### config.mk
export PLATFORM = sky130hd
export DESIGN_NAME = keyed_count_table_sorted_dump_core
export DESIGN_NICKNAME = d
export VERILOG_FILES = /design/src/rtl/core/kct_pkg.sv /design/src/rtl/core/keyed_count_table_sorted_dump_core.sv /design/src/rtl/core/kct_cell.sv /design/src/rtl/core/kct_proc.sv
export SDC_FILE = /design/constraint.sdc
export NUM_CORES = 2
export LEC_CHECK = 0
export ABC_AREA = 1
export CAP_MARGIN = 20
export CORE_MARGIN = 2
export CORE_UTILIZATION = 40
export DETAILED_ROUTE_END_ITERATION = 16
export DONT_BUFFER_PORTS = 1
export GPL_TIMING_DRIVEN = 1
export PLACE_DENSITY = 0.55
export SLEW_MARGIN = 20
export SYNTH_ARGS = -nofsm -noshare
export SYNTH_HDL_FRONTEND = slang
export SYNTH_SLANG_ARGS = --single-unit
### constraint.sdc
create_clock -name clk -period 59 [get_ports clk]
set_input_delay 14.75 -clock clk [delete_from_list [all_inputs] [get_ports clk]]
set_output_delay 14.75 -clock clk [all_outputs]
set_load 0.03 [all_outputs]
### src/rtl/core/kct_pkg.sv
package kct_pkg;

	localparam int KEY_W = 32;
	localparam int QTY_W = 32;

	// request opcodes
	typedef enum logic [1:0] {
		OP_INSERT = 2'd0,
		OP_SEARCH = 2'd1,
		OP_UPDATE = 2'd2,
		OP_DUMP   = 2'd3
	} kct_op_t;

	// result status codes
	typedef enum logic [2:0] {
		ST_OK      = 3'd0,
		ST_FULL    = 3'd1,
		ST_DUP     = 3'd2,
		ST_MISSING = 3'd3,
		ST_EMPTY   = 3'd4
	} kct_status_t;

	// one table record as it travels round the ring
	typedef struct packed {
		logic             vld;
		logic [KEY_W-1:0] key;
		logic [QTY_W-1:0] qty;
	} kct_entry_t;

	// final result of a lookup or insert pass
	typedef struct packed {
		kct_status_t      status;
		logic [KEY_W-1:0] key;
		logic [QTY_W-1:0] qty;
	} kct_result_t;

endpackage

### src/rtl/core/keyed_count_table_sorted_dump_core.sv
// channel | signals                                   | direction
// request | in_valid, in_stall, opcode/part_key/amount | into block
// result  | out_valid, out_stall, status/out_key/      | out of block
//         |   out_quantity/last                        |
//
// every request rotates the record ring once, in TABLE_DEPTH steps after the
// accept; a new request is taken only once the pass has ended.
// the ring is kept in ascending key order; one unit at the ring tail does
// the match, sorted insert and add, so the ring length sets the rate.
// a step with a result to send waits while the result register is stalled.
// reset clears the occupancy flags and the record count; no clearing pass.
module keyed_count_table_sorted_dump_core #(
	parameter int TABLE_DEPTH = 64
) (
	input  logic               clk,
	input  logic               arst_n,
	input  logic               in_valid,
	output logic               in_stall,
	input  logic [1:0]         opcode,
	input  logic signed [31:0] part_key,
	input  logic signed [31:0] amount,
	output logic               out_valid,
	input  logic               out_stall,
	output logic [2:0]         status,
	output logic signed [31:0] out_key,
	output logic signed [31:0] out_quantity,
	output logic               last
);
	import kct_pkg::*;

	localparam int CNT_W  = $clog2(TABLE_DEPTH + 1);
	localparam int STEP_W = $clog2(TABLE_DEPTH);

	typedef enum logic [1:0] {
		S_IDLE = 2'b01,
		S_RUN  = 2'b10
	} state_t;

	state_t            state_q;
	logic [STEP_W-1:0] step_q;
	logic [CNT_W-1:0]  entry_count_q;
	logic              dump_q;
	logic              ins_q;

	logic              out_valid_q;
	kct_status_t       status_q;
	logic [KEY_W-1:0]  key_q;
	logic [QTY_W-1:0]  qty_q;
	logic              last_q;

	logic              accept;
	logic              run;
	logic              last_step;
	logic              is_empty;
	logic              dump_rec;
	logic              dump_last;
	logic              emit;
	logic              slot_free;
	logic              adv;
	kct_entry_t        chain [TABLE_DEPTH];
	kct_entry_t        head;
	kct_entry_t        tail;
	kct_result_t       res;

	assign in_stall  = (state_q != S_IDLE);
	assign accept    = in_valid && !in_stall;
	assign run       = (state_q == S_RUN);
	assign last_step = (step_q == STEP_W'(TABLE_DEPTH - 1));
	assign is_empty  = (entry_count_q == '0);
	assign head      = chain[0];
	assign dump_rec  = dump_q && head.vld;
	assign dump_last = ((CNT_W'(step_q) + CNT_W'(1)) == entry_count_q);
	assign emit      = run && (dump_rec || (last_step && !(dump_q && !is_empty)));
	assign slot_free = !out_valid_q || !out_stall;
	assign adv       = run && (!emit || slot_free);

	// record ring: cell i takes from cell i+1, the last cell from the tail unit
	for (genvar i = 0; i < TABLE_DEPTH; i++) begin : g_cell
		if (i == TABLE_DEPTH - 1) begin : g_end
			kct_cell u_cell (
				.clk    (clk),
				.arst_n (arst_n),
				.shift  (adv),
				.nxt    (tail),
				.cur    (chain[i])
			);
		end else begin : g_mid
			kct_cell u_cell (
				.clk    (clk),
				.arst_n (arst_n),
				.shift  (adv),
				.nxt    (chain[i+1]),
				.cur    (chain[i])
			);
		end
	end

	// match, insert and add unit at the ring tail
	kct_proc u_proc (
		.clk      (clk),
		.arst_n   (arst_n),
		.start    (accept),
		.adv      (adv),
		.opcode   (opcode),
		.part_key (part_key),
		.amount   (amount),
		.full     (entry_count_q == CNT_W'(TABLE_DEPTH)),
		.head     (head),
		.tail     (tail),
		.res      (res)
	);

	// sequencer and step counter
	always_ff @(posedge clk or negedge arst_n) begin
		if (!arst_n) begin
			state_q <= S_IDLE;
			step_q  <= '0;
			dump_q  <= 1'b0;
			ins_q   <= 1'b0;
		end else begin
			unique case (state_q)
				S_IDLE: begin
					if (accept) begin
						state_q <= S_RUN;
						step_q  <= '0;
						dump_q  <= (kct_op_t'(opcode) == OP_DUMP);
						ins_q   <= (kct_op_t'(opcode) == OP_INSERT);
					end
				end
				S_RUN: begin
					if (adv) begin
						if (last_step) begin
							state_q <= S_IDLE;
							step_q  <= '0;
						end else begin
							step_q <= step_q + STEP_W'(1);
						end
					end
				end
				default: begin
					state_q <= S_IDLE;
				end
			endcase
		end
	end

	// record count
	always_ff @(posedge clk or negedge arst_n) begin
		if (!arst_n) begin
			entry_count_q <= '0;
		end else if (adv && last_step && ins_q && res.status == ST_OK) begin
			entry_count_q <= entry_count_q + CNT_W'(1);
		end
	end

	// result register
	always_ff @(posedge clk or negedge arst_n) begin
		if (!arst_n) begin
			out_valid_q <= 1'b0;
		end else if (adv && emit) begin
			out_valid_q <= 1'b1;
		end else if (!out_stall) begin
			out_valid_q <= 1'b0;
		end
	end

	always_ff @(posedge clk) begin
		if (adv && emit) begin
			if (dump_rec) begin
				status_q <= ST_OK;
				key_q    <= head.key;
				qty_q    <= head.qty;
				last_q   <= dump_last;
			end else begin
				status_q <= res.status;
				key_q    <= res.key;
				qty_q    <= res.qty;
				last_q   <= 1'b1;
			end
		end
	end

	assign out_valid    = out_valid_q;
	assign status       = status_q;
	assign out_key      = key_q;
	assign out_quantity = qty_q;
	assign last         = last_q;

	// record count stays within the ring
	a_count_bound: assert property (@(posedge clk) disable iff (!arst_n)
		entry_count_q <= CNT_W'(TABLE_DEPTH))
		else $error("record count beyond table depth");

	// count moves only at the end of a successful insert pass
	a_count_change: assert property (@(posedge clk) disable iff (!arst_n)
		adv && !(last_step && ins_q) |=> $stable(entry_count_q))
		else $error("record count changed outside an insert");

	// occupied records form a prefix of the ring as it streams past the head
	a_prefix: assert property (@(posedge clk) disable iff (!arst_n)
		run |-> (head.vld == (CNT_W'(step_q) < entry_count_q)))
		else $error("occupied records not a contiguous prefix");

	// a dump transfer that closes the stream marks the last record
	a_dump_last: assert property (@(posedge clk) disable iff (!arst_n)
		adv && emit && dump_rec && last_step |-> dump_last)
		else $error("full-table dump missed its last flag");

endmodule

### src/rtl/core/kct_cell.sv
module kct_cell (
	input  logic               clk,
	input  logic               arst_n,
	input  logic               shift,
	input  kct_pkg::kct_entry_t nxt,
	output kct_pkg::kct_entry_t cur
);
	import kct_pkg::*;

	logic             vld_q;
	logic [KEY_W-1:0] key_q;
	logic [QTY_W-1:0] qty_q;

	// occupancy flag, cleared by reset
	always_ff @(posedge clk or negedge arst_n) begin
		if (!arst_n) begin
			vld_q <= 1'b0;
		end else if (shift) begin
			vld_q <= nxt.vld;
		end
	end

	// record payload, taken from the neighbour on each ring step
	always_ff @(posedge clk) begin
		if (shift) begin
			key_q <= nxt.key;
			qty_q <= nxt.qty;
		end
	end

	assign cur = '{vld: vld_q, key: key_q, qty: qty_q};

endmodule

### src/rtl/core/kct_proc.sv
module kct_proc (
	input  logic                clk,
	input  logic                arst_n,
	input  logic                start,
	input  logic                adv,
	input  logic [1:0]          opcode,
	input  logic [31:0]         part_key,
	input  logic [31:0]         amount,
	input  logic                full,
	input  kct_pkg::kct_entry_t head,
	output kct_pkg::kct_entry_t tail,
	output kct_pkg::kct_result_t res
);
	import kct_pkg::*;

	kct_op_t          op_q;
	logic [KEY_W-1:0] key_q;
	logic [QTY_W-1:0] amt_q;
	logic             full_q;
	logic             hit_q;
	logic [QTY_W-1:0] res_qty_q;
	logic             pend_vld_q;
	logic [KEY_W-1:0] pend_key_q;
	logic [QTY_W-1:0] pend_qty_q;

	kct_entry_t       pend;
	logic             match;
	logic             lookup;
	logic             goes_before;
	logic [QTY_W-1:0] new_qty;
	logic             hit_now;

	assign pend        = '{vld: pend_vld_q, key: pend_key_q, qty: pend_qty_q};
	assign match       = head.vld && (head.key == key_q);
	assign lookup      = (op_q == OP_SEARCH) || (op_q == OP_UPDATE);
	assign goes_before = !head.vld || ($signed(key_q) < $signed(head.key));
	assign new_qty     = (op_q == OP_UPDATE) ? head.qty + amt_q : head.qty;

	// record written back at the tail of the ring for this step
	always_comb begin
		tail = head;
		case (op_q) inside
			OP_INSERT: begin
				if (pend_vld_q && !match && goes_before) begin
					tail = pend;
				end
			end
			OP_SEARCH, OP_UPDATE: begin
				if (match) begin
					tail.qty = new_qty;
				end
			end
			default: begin
				tail = head;
			end
		endcase
	end

	// request context and per-pass flags
	always_ff @(posedge clk or negedge arst_n) begin
		if (!arst_n) begin
			hit_q      <= 1'b0;
			pend_vld_q <= 1'b0;
		end else if (start) begin
			hit_q      <= 1'b0;
			pend_vld_q <= (kct_op_t'(opcode) == OP_INSERT) && !full;
		end else if (adv) begin
			if (op_q == OP_INSERT && pend_vld_q) begin
				if (match) begin
					hit_q      <= 1'b1;
					pend_vld_q <= 1'b0;
				end else if (goes_before) begin
					pend_vld_q <= head.vld;
				end
			end else if (lookup && match) begin
				hit_q <= 1'b1;
			end
		end
	end

	always_ff @(posedge clk) begin
		if (start) begin
			op_q       <= kct_op_t'(opcode);
			key_q      <= part_key;
			amt_q      <= amount;
			full_q     <= full;
			pend_key_q <= part_key;
			pend_qty_q <= amount;
		end else if (adv) begin
			if (op_q == OP_INSERT && pend_vld_q && !match && goes_before) begin
				pend_key_q <= head.key;
				pend_qty_q <= head.qty;
			end
			if (lookup && match) begin
				res_qty_q <= new_qty;
			end
		end
	end

	// final status, valid on the last ring step
	assign hit_now = hit_q || (match && (lookup || pend_vld_q));

	always_comb begin
		res = '{status: ST_OK, key: key_q, qty: '0};
		case (op_q) inside
			OP_INSERT: begin
				if (full_q) begin
					res.status = ST_FULL;
				end else if (hit_now) begin
					res.status = ST_DUP;
				end else begin
					res.qty = amt_q;
				end
			end
			OP_SEARCH, OP_UPDATE: begin
				if (hit_now) begin
					res.qty = match ? new_qty : res_qty_q;
				end else begin
					res.status = ST_MISSING;
				end
			end
			default: begin
				res = '{status: ST_EMPTY, key: '0, qty: '0};
			end
		endcase
	end

endmodule

# Yosys cells after proc, flatten, opt, wreduce, memory -nomap -nowiden

Index checks and enable logic that the tools add are counted.

$add $sub $neg: 4
$mul: 0
Div/mod/pow operators: 0
$lt $le $gt $ge: 1
Equal/unequal tests: 15
Shift operators: 0
Mux-type cells: 47
Bitwise logic cells: 1
Reduce and logical (&&, ||, !) cells: 53

Operator list:

| cell                | count |
|---|---|
| $mux 32             | 20 |
| $mux 65             | 1 |
| $mux 33             | 1 |
| $add 32x32->32      | 1 |
| $eq 32x32->1        | 1 |
| $lt 32x32->1        | 1 |
| $logic_and 1x1->1   | 19 |
| $mux 6              | 3 |
| $reduce_and 3->1    | 5 |
| $mux 1              | 12 |
| $pmux 6 s2          | 1 |
| $mux 2              | 5 |
| $logic_not 1->1     | 9 |
| $mux 3              | 3 |
| $ne 2x1->1 const B  | 4 |
| $reduce_bool 2->1   | 4 |
| $add 6x1->7 const B | 1 |
| $add 7x1->7 const B | 1 |
| $eq 7x7->1          | 1 |
| $eq 7x7->1 const B  | 1 |
| $logic_not 7->1     | 1 |
| $logic_or 1x1->1    | 7 |
| $add 6x1->6 const B | 1 |
| $eq 2x2->1 const B  | 3 |
| 11 further kinds    | 15 |

Bits in registers: 4411
Bits in latches: 0
RAM bits: 0
ROM bits: 0
Bits of input ports: 70
Output and inout bits: 70
Logic and storage cells: 332
Memories kept: 0

# Logic depth before layout (Yosys ltp)

Depth after elaboration: 13
Gate-level depth with buffers: 21

# By module

A second synthesis with hierarchy kept.

Cell total of the unflattened synthesis: 6505
Area total of the unflattened synthesis: 141827.3 um2

Modules (own cells, without submodules):

| module                             | instances | cells each | area each (um2) | sequential area each (um2) |
|---|---|---|---|---|
| kct_cell                           | 64        | 70         | 1969.4          | 1946.9 |
| kct_proc                           | 1         | 1592       | 11812.6         | 4944.7 |
| keyed_count_table_sorted_dump_core | 1         | 433        | 3973.8          | 2493.6 |

# Worst setup path before layout

No wires, ideal clock.

Path kind: input to register
Start: in out_stall
End: reg g_cell[0].g_mid.u_cell.key_q[0], enable pin
Arrival time: 62.149 ns
Slack: -5.879 ns
Stages: 5
Path buffers: 2
Cell sequence: nand2_1 -> inv_1 -> a21oi_1 -> buf_2 -> buf_2

Cells in the longest elaborated chain, start to end: 4

Ends and longest elaborated chain:

| item                   | RTL line                                 | RTL |
|---|---|---|
| start: declaration     | keyed_count_table_sorted_dump_core.sv:23 | `input logic out_stall,` |
| $logic_not 1->1        | --                                       |  |
| $logic_or 1x1->1       | keyed_count_table_sorted_dump_core.sv:74 | `assign slot_free = !out_valid_q \|\| !out_stall;` |
| $logic_or 1x1->1       | keyed_count_table_sorted_dump_core.sv:75 | `assign adv = run && (!emit \|\| slot_free);` |
| $logic_and 1x1->1      | keyed_count_table_sorted_dump_core.sv:75 |  |
| via adv                | keyed_count_table_sorted_dump_core.sv:59 | `logic adv;` |
| end signal: assignment | kct_cell.sv:26                           | `key_q <= nxt.key;` |
| end: declaration       | kct_cell.sv:11                           | `logic [KEY_W-1:0] key_q;` |

The timed path passes the listed nets, and every way through them passes these cells.
A chain may end at the register's enable or synchronous reset.

# Final worst setup path

Start: in out_stall
End: reg g_cell[32].g_mid.u_cell.qty_q[18], enable pin

Cells in the longest elaborated chain, start to end: 4

Ends and longest elaborated chain:

| item                   | RTL line                                 | RTL |
|---|---|---|
| $logic_not 1->1        | --                                       |  |
| $logic_or 1x1->1       | keyed_count_table_sorted_dump_core.sv:74 |  |
| $logic_or 1x1->1       | keyed_count_table_sorted_dump_core.sv:75 |  |
| $logic_and 1x1->1      | keyed_count_table_sorted_dump_core.sv:75 |  |
| end signal: assignment | kct_cell.sv:27                           | `qty_q <= nxt.qty;` |
| end: declaration       | kct_cell.sv:12                           | `logic [QTY_W-1:0] qty_q;` |

Every way passes these cells.

==> metrics.md <==
| Metric | Value |
|---|---|
| Antenna viol nets, final | 0 |
| Die height | 598 µm |
| CP cell instances | nand2_1 > inv_1 > a21oi_4 > buf_4 > buf_4 > buf_4 > buf_12 > buf_4 > buf_4 > buf_4 |
| Layout cells sized above 1 | 10.1% |
| Antenna violations before repair | 16 |
| Cell Int Power | 4.98 mW |
| Remaining global-route overflow | 0 |
| Total setup buffers inserted after CTS | 0 |
| Seq pwr share | 55.3% |
| Max-slew headroom | a little under a quarter |
| Syn Area/Cell | between 20 and 25 µm² |
| Leak | just over 40 nW |
| H-tree Lvls | 5 |
| Syn-to-layout area delta | 14.2% |
| CP Data Required Time | 59.54 ns |
| Crit path kind | in2reg |
| Clk_skew | ~0.087 ns |
| Share of the synthesized area in the top cell type | about nine tenths |
| First-pass GRT wire length | between 300,000 and 400,000 µm |
| DR iter-0 viols | about 5.4k |
| Post-synth EDFFs | 4,327 |
| CTS tree | done |
| Clk pwr share | a little over two fifths |
| Endpoints failing hold | 0 |
| Final slew viol count | 0 |
| Rows | between 200 and 250 |
| Final Hold Slack | ~0.37 ns |
| Cells after synthesis | about 6.4k |
| DPL Wire Length | ~120,000 µm |
| CP max stage cell | buf_4 |
| Placer Congestion | approximately 0.86 |
| Tot GR Track Use | between 10 and 15% |
| Crit path launch type | input pin |
| Worst Path Buf+Inv | 8 |
| Final worst slack | around 38 ns |
| Power density over the cells | a little under 40 nW/µm² |
| DRC Markers | 0 |
| VDD IR max | around 0.03 mV |
| Detailed Route WL | ~220,000 µm |
| Async SR Flop Fraction | roughly 1.9% |
| Pre-CTS setup slack | between 30 and 40 ns |
| Worst Path Max Fanout | between 150 and 200 |
| Area of the die | approximately 360,000 µm² |
| CP peak stage delay | between 0.9 and 1 ns |
| Synthesized net count | 6,542 |
| Top cells by area, synth | edfxtp_1 (92%), nand2_1 (2.2%), dfrtp_1 (1.5%) |
| Min-Delay Path Class | reg2reg |
| Post-CTS Hold Buffers | 0 |
| Reg clk slew, reported paths | around 0.06 ns |
| Yosys warns | 0 |
| Crit. End Element | flip-flop |
| Clk buf depth | 4 |
| Max-Cap Viols | 0 |
| Starting Density | ~40% |
| Switching Fraction | 19.9% |
| Worst-Margin Slew | around 1.1 ns |
| Combinational power share | under 10% |
| DR vias/cell | 4.59 |
| Clock net sink count | ~4.4k |
| # setup viols final | 0 |
| FILL cells | ~29k |
| Number of synthesized register bits | between 4k and 5k |
| Via count | 54.5k |
| TritonCTS Buffers | about 430 |
| Min cycle time layout | roughly 21 ns |
| Primary FF master, synth | edfxtp_1 |
| CP top delay family | buffers and inverters |
| DR pass1 iterations | 5 |
| Net switching power figure | 1.24 mW |
| CP Data Arrival Time | roughly 22 ns |
| Routed length per placed instance | ~19 µm |
| Core ar. | 352,000 µm² |
| Register area share after synthesis | between 90% and 100% |
| Ratio of final minimum period to clock period | between 30% and 40% |
| Final nets | 6,934 |
| Largest net degree at the start of global routing | ~230 |
| Top Ports | 140 |
| Vias in the first global route | 53.6k |
| Clk_lat worst skew | approximately 1 ns |
| CP most frequent cell | buf_4 |
| Post-synth top area cell | edfxtp_1 |
| Synth Cell Area | ~140,000 µm² |
| Status | finished, final reports clean |
| Root Driver | clkbuf_16 |
| Unique masters post-synth | 45 |
| Buffers on Ports | 0 |
| Post-Place Cells | about 11k |
| PostCTS Resize Cnt | 0 |
| Setup_tns | 0 ns |
| Fmax | roughly 0.047 GHz |
| Unrepaired setup endpoints after global routing | false |
| Die Span X | roughly 600 µm |
| Fin cells | approximately 12k |
==> state kept, by name, indices dropped and copies added (netlist names), 2 cells and up <==
| name | cells |
|---|---|
| g_cell.g_mid.u_cell.key_q | 2016 |
| u_proc.res_qty_q | 32 |
| g_cell.g_mid.u_cell.qty_q | 2016 |
| u_proc.pend_key_q | 32 |
| g_cell.g_end.u_cell.key_q | 32 |
| g_cell.g_end.u_cell.qty_q | 32 |
| status | 3 |
| u_proc.op_q | 2 |
| step_q | 6 |
| out_key | 32 |
| out_quantity | 32 |
| state_q | 2 |
| g_cell.g_mid.u_cell.vld_q | 63 |
| u_proc.amt_q | 32 |
| u_proc.key_q | 32 |
| entry_count_q | 7 |
| u_proc.pend_qty_q | 32 |
==> path summary, 6_finish.rpt <==
kind / from / end / slack (ns) / cells past startpoint
max reg2reg: g_cell[0].g_mid.u_cell.vld_q / g_cell[32].g_mid.u_cell.qty_q[16] / 50.25 / 10
max: out_stall / g_cell[32].g_mid.u_cell.qty_q[18] / 37.63 / 10
max in group asynchronous: arst_n / state_q[0] / 45.21 / 0
min reg2reg: g_cell[44].g_mid.u_cell.key_q[8] / g_cell[43].g_mid.u_cell.key_q[8] / 0.37 / 0
min in group asynchronous: arst_n / g_cell[2].g_mid.u_cell.vld_q / 13.51 / 0
min: g_cell[44].g_mid.u_cell.key_q[8] / g_cell[43].g_mid.u_cell.key_q[8] / 0.37 / 0
==> cells in the final DEF (no fill, tap or decap), types with 13 or more instances in the layout <==
| master | Yosys | routed |
|---|---|---|
| a21oi_1 | 92 | 91 |
| a21oi_2 | 25 | 25 |
| buf_4 | 7 | 52 |
| bufinv_16 | 0 | 41 |
| clkbuf_1 | 56 | 82 |
| clkbuf_16 | 0 | 430 |
| clkinv_1 | 2 | 98 |
| clkinv_16 | 0 | 13 |
| clkinv_2 | 0 | 63 |
| clkinvlp_4 | 0 | 20 |
| dfrtp_1 | 83 | 83 |
| edfxtp_1 | 4327 | 4327 |
| ha_1 | 69 | 68 |
| inv_1 | 278 | 277 |
| nand2_1 | 826 | 823 |
| nand3_1 | 237 | 237 |
| nor2_1 | 107 | 105 |
| o21ai_0 | 140 | 139 |
| o21ai_1 | 12 | 13 |
| xor2_1 | 20 | 20 |
==> cell usage after synthesis (6+ instances only) <==
cell type  instances
buf_2             25
o211ai_1           7
nand2_1          826
xnor2_1            7
inv_2              7
clkbuf_1          56
xor2_1            20
buf_1             10
dfrtp_1           83
nand4_1            6
inv_1            278
a21oi_1           92
edfxtp_1        4327
ha_1              69
nand3_1          237
nor3_1            12
o21ai_1           12
buf_4              7
o21ai_0          140
nor2_1           107
a21oi_2           25
==> power by group through the flow <==
stage                     sequential, mW  clock, mW  combinational, mW
after floorplan                     3.65          0             0.0650
after global placement              3.51          0             0.0953
after detailed placement            3.51          0             0.0981
after CTS                           3.44       2.77             0.0978
after global routing                3.44       2.89              0.107
final                               3.44       2.68             0.0965
==> cell families (layout without fill, tap and decap cells) <==
kind of cell             count (synthesis)  in the layout  share of synthesized area (%)
buffers and inverters                  389           1126                           1.10
other                                    0              5                              0
XOR/XNOR                                27             27                          0.167
adder cells (fa/ha/maj)                 70             70                          0.625
flip-flops                            4411           4411                           93.4
AO/OA/AOI/OAI                          292            292                           1.14
AND/OR/NAND/NOR                       1213           1213                           3.55
==> cell type report <==
cell class	instances	area (µm²)	area share (%)
Sequential cell	4411	132000	81.8
Clock buffer	515	11100	6.88
Multi-Input combinational cell	1602	7800	4.83
Tap cell	4730	5920	3.67
Clock inverter	261	2820	1.75
Inverter	287	1080	0.671
Timing Repair Buffer	63	617	0.382
Antenna cell	5	12.5	0.00775
==> metrics by stage <==
stage	util [%]	power (mW)	instance area, µm²
floorplan	-	3.71	141000
global placement	41.9	3.60	147000
detailed placement	41.9	3.60	147000
CTS	45.8	6.31	161000
global route	45.8	6.43	161000
finish	45.8	6.22	161000
==> layer usage <==
layer	global-route usage, %	routed length [µm]	up-vias
li1	-	-	25100
met1	17.5	103000	27700
met2	18.0	99800	1060
met3	2.25	9270	534
met4	6.13	11200	0
met5	0	0	-
(Power assumes the default switching activity.)
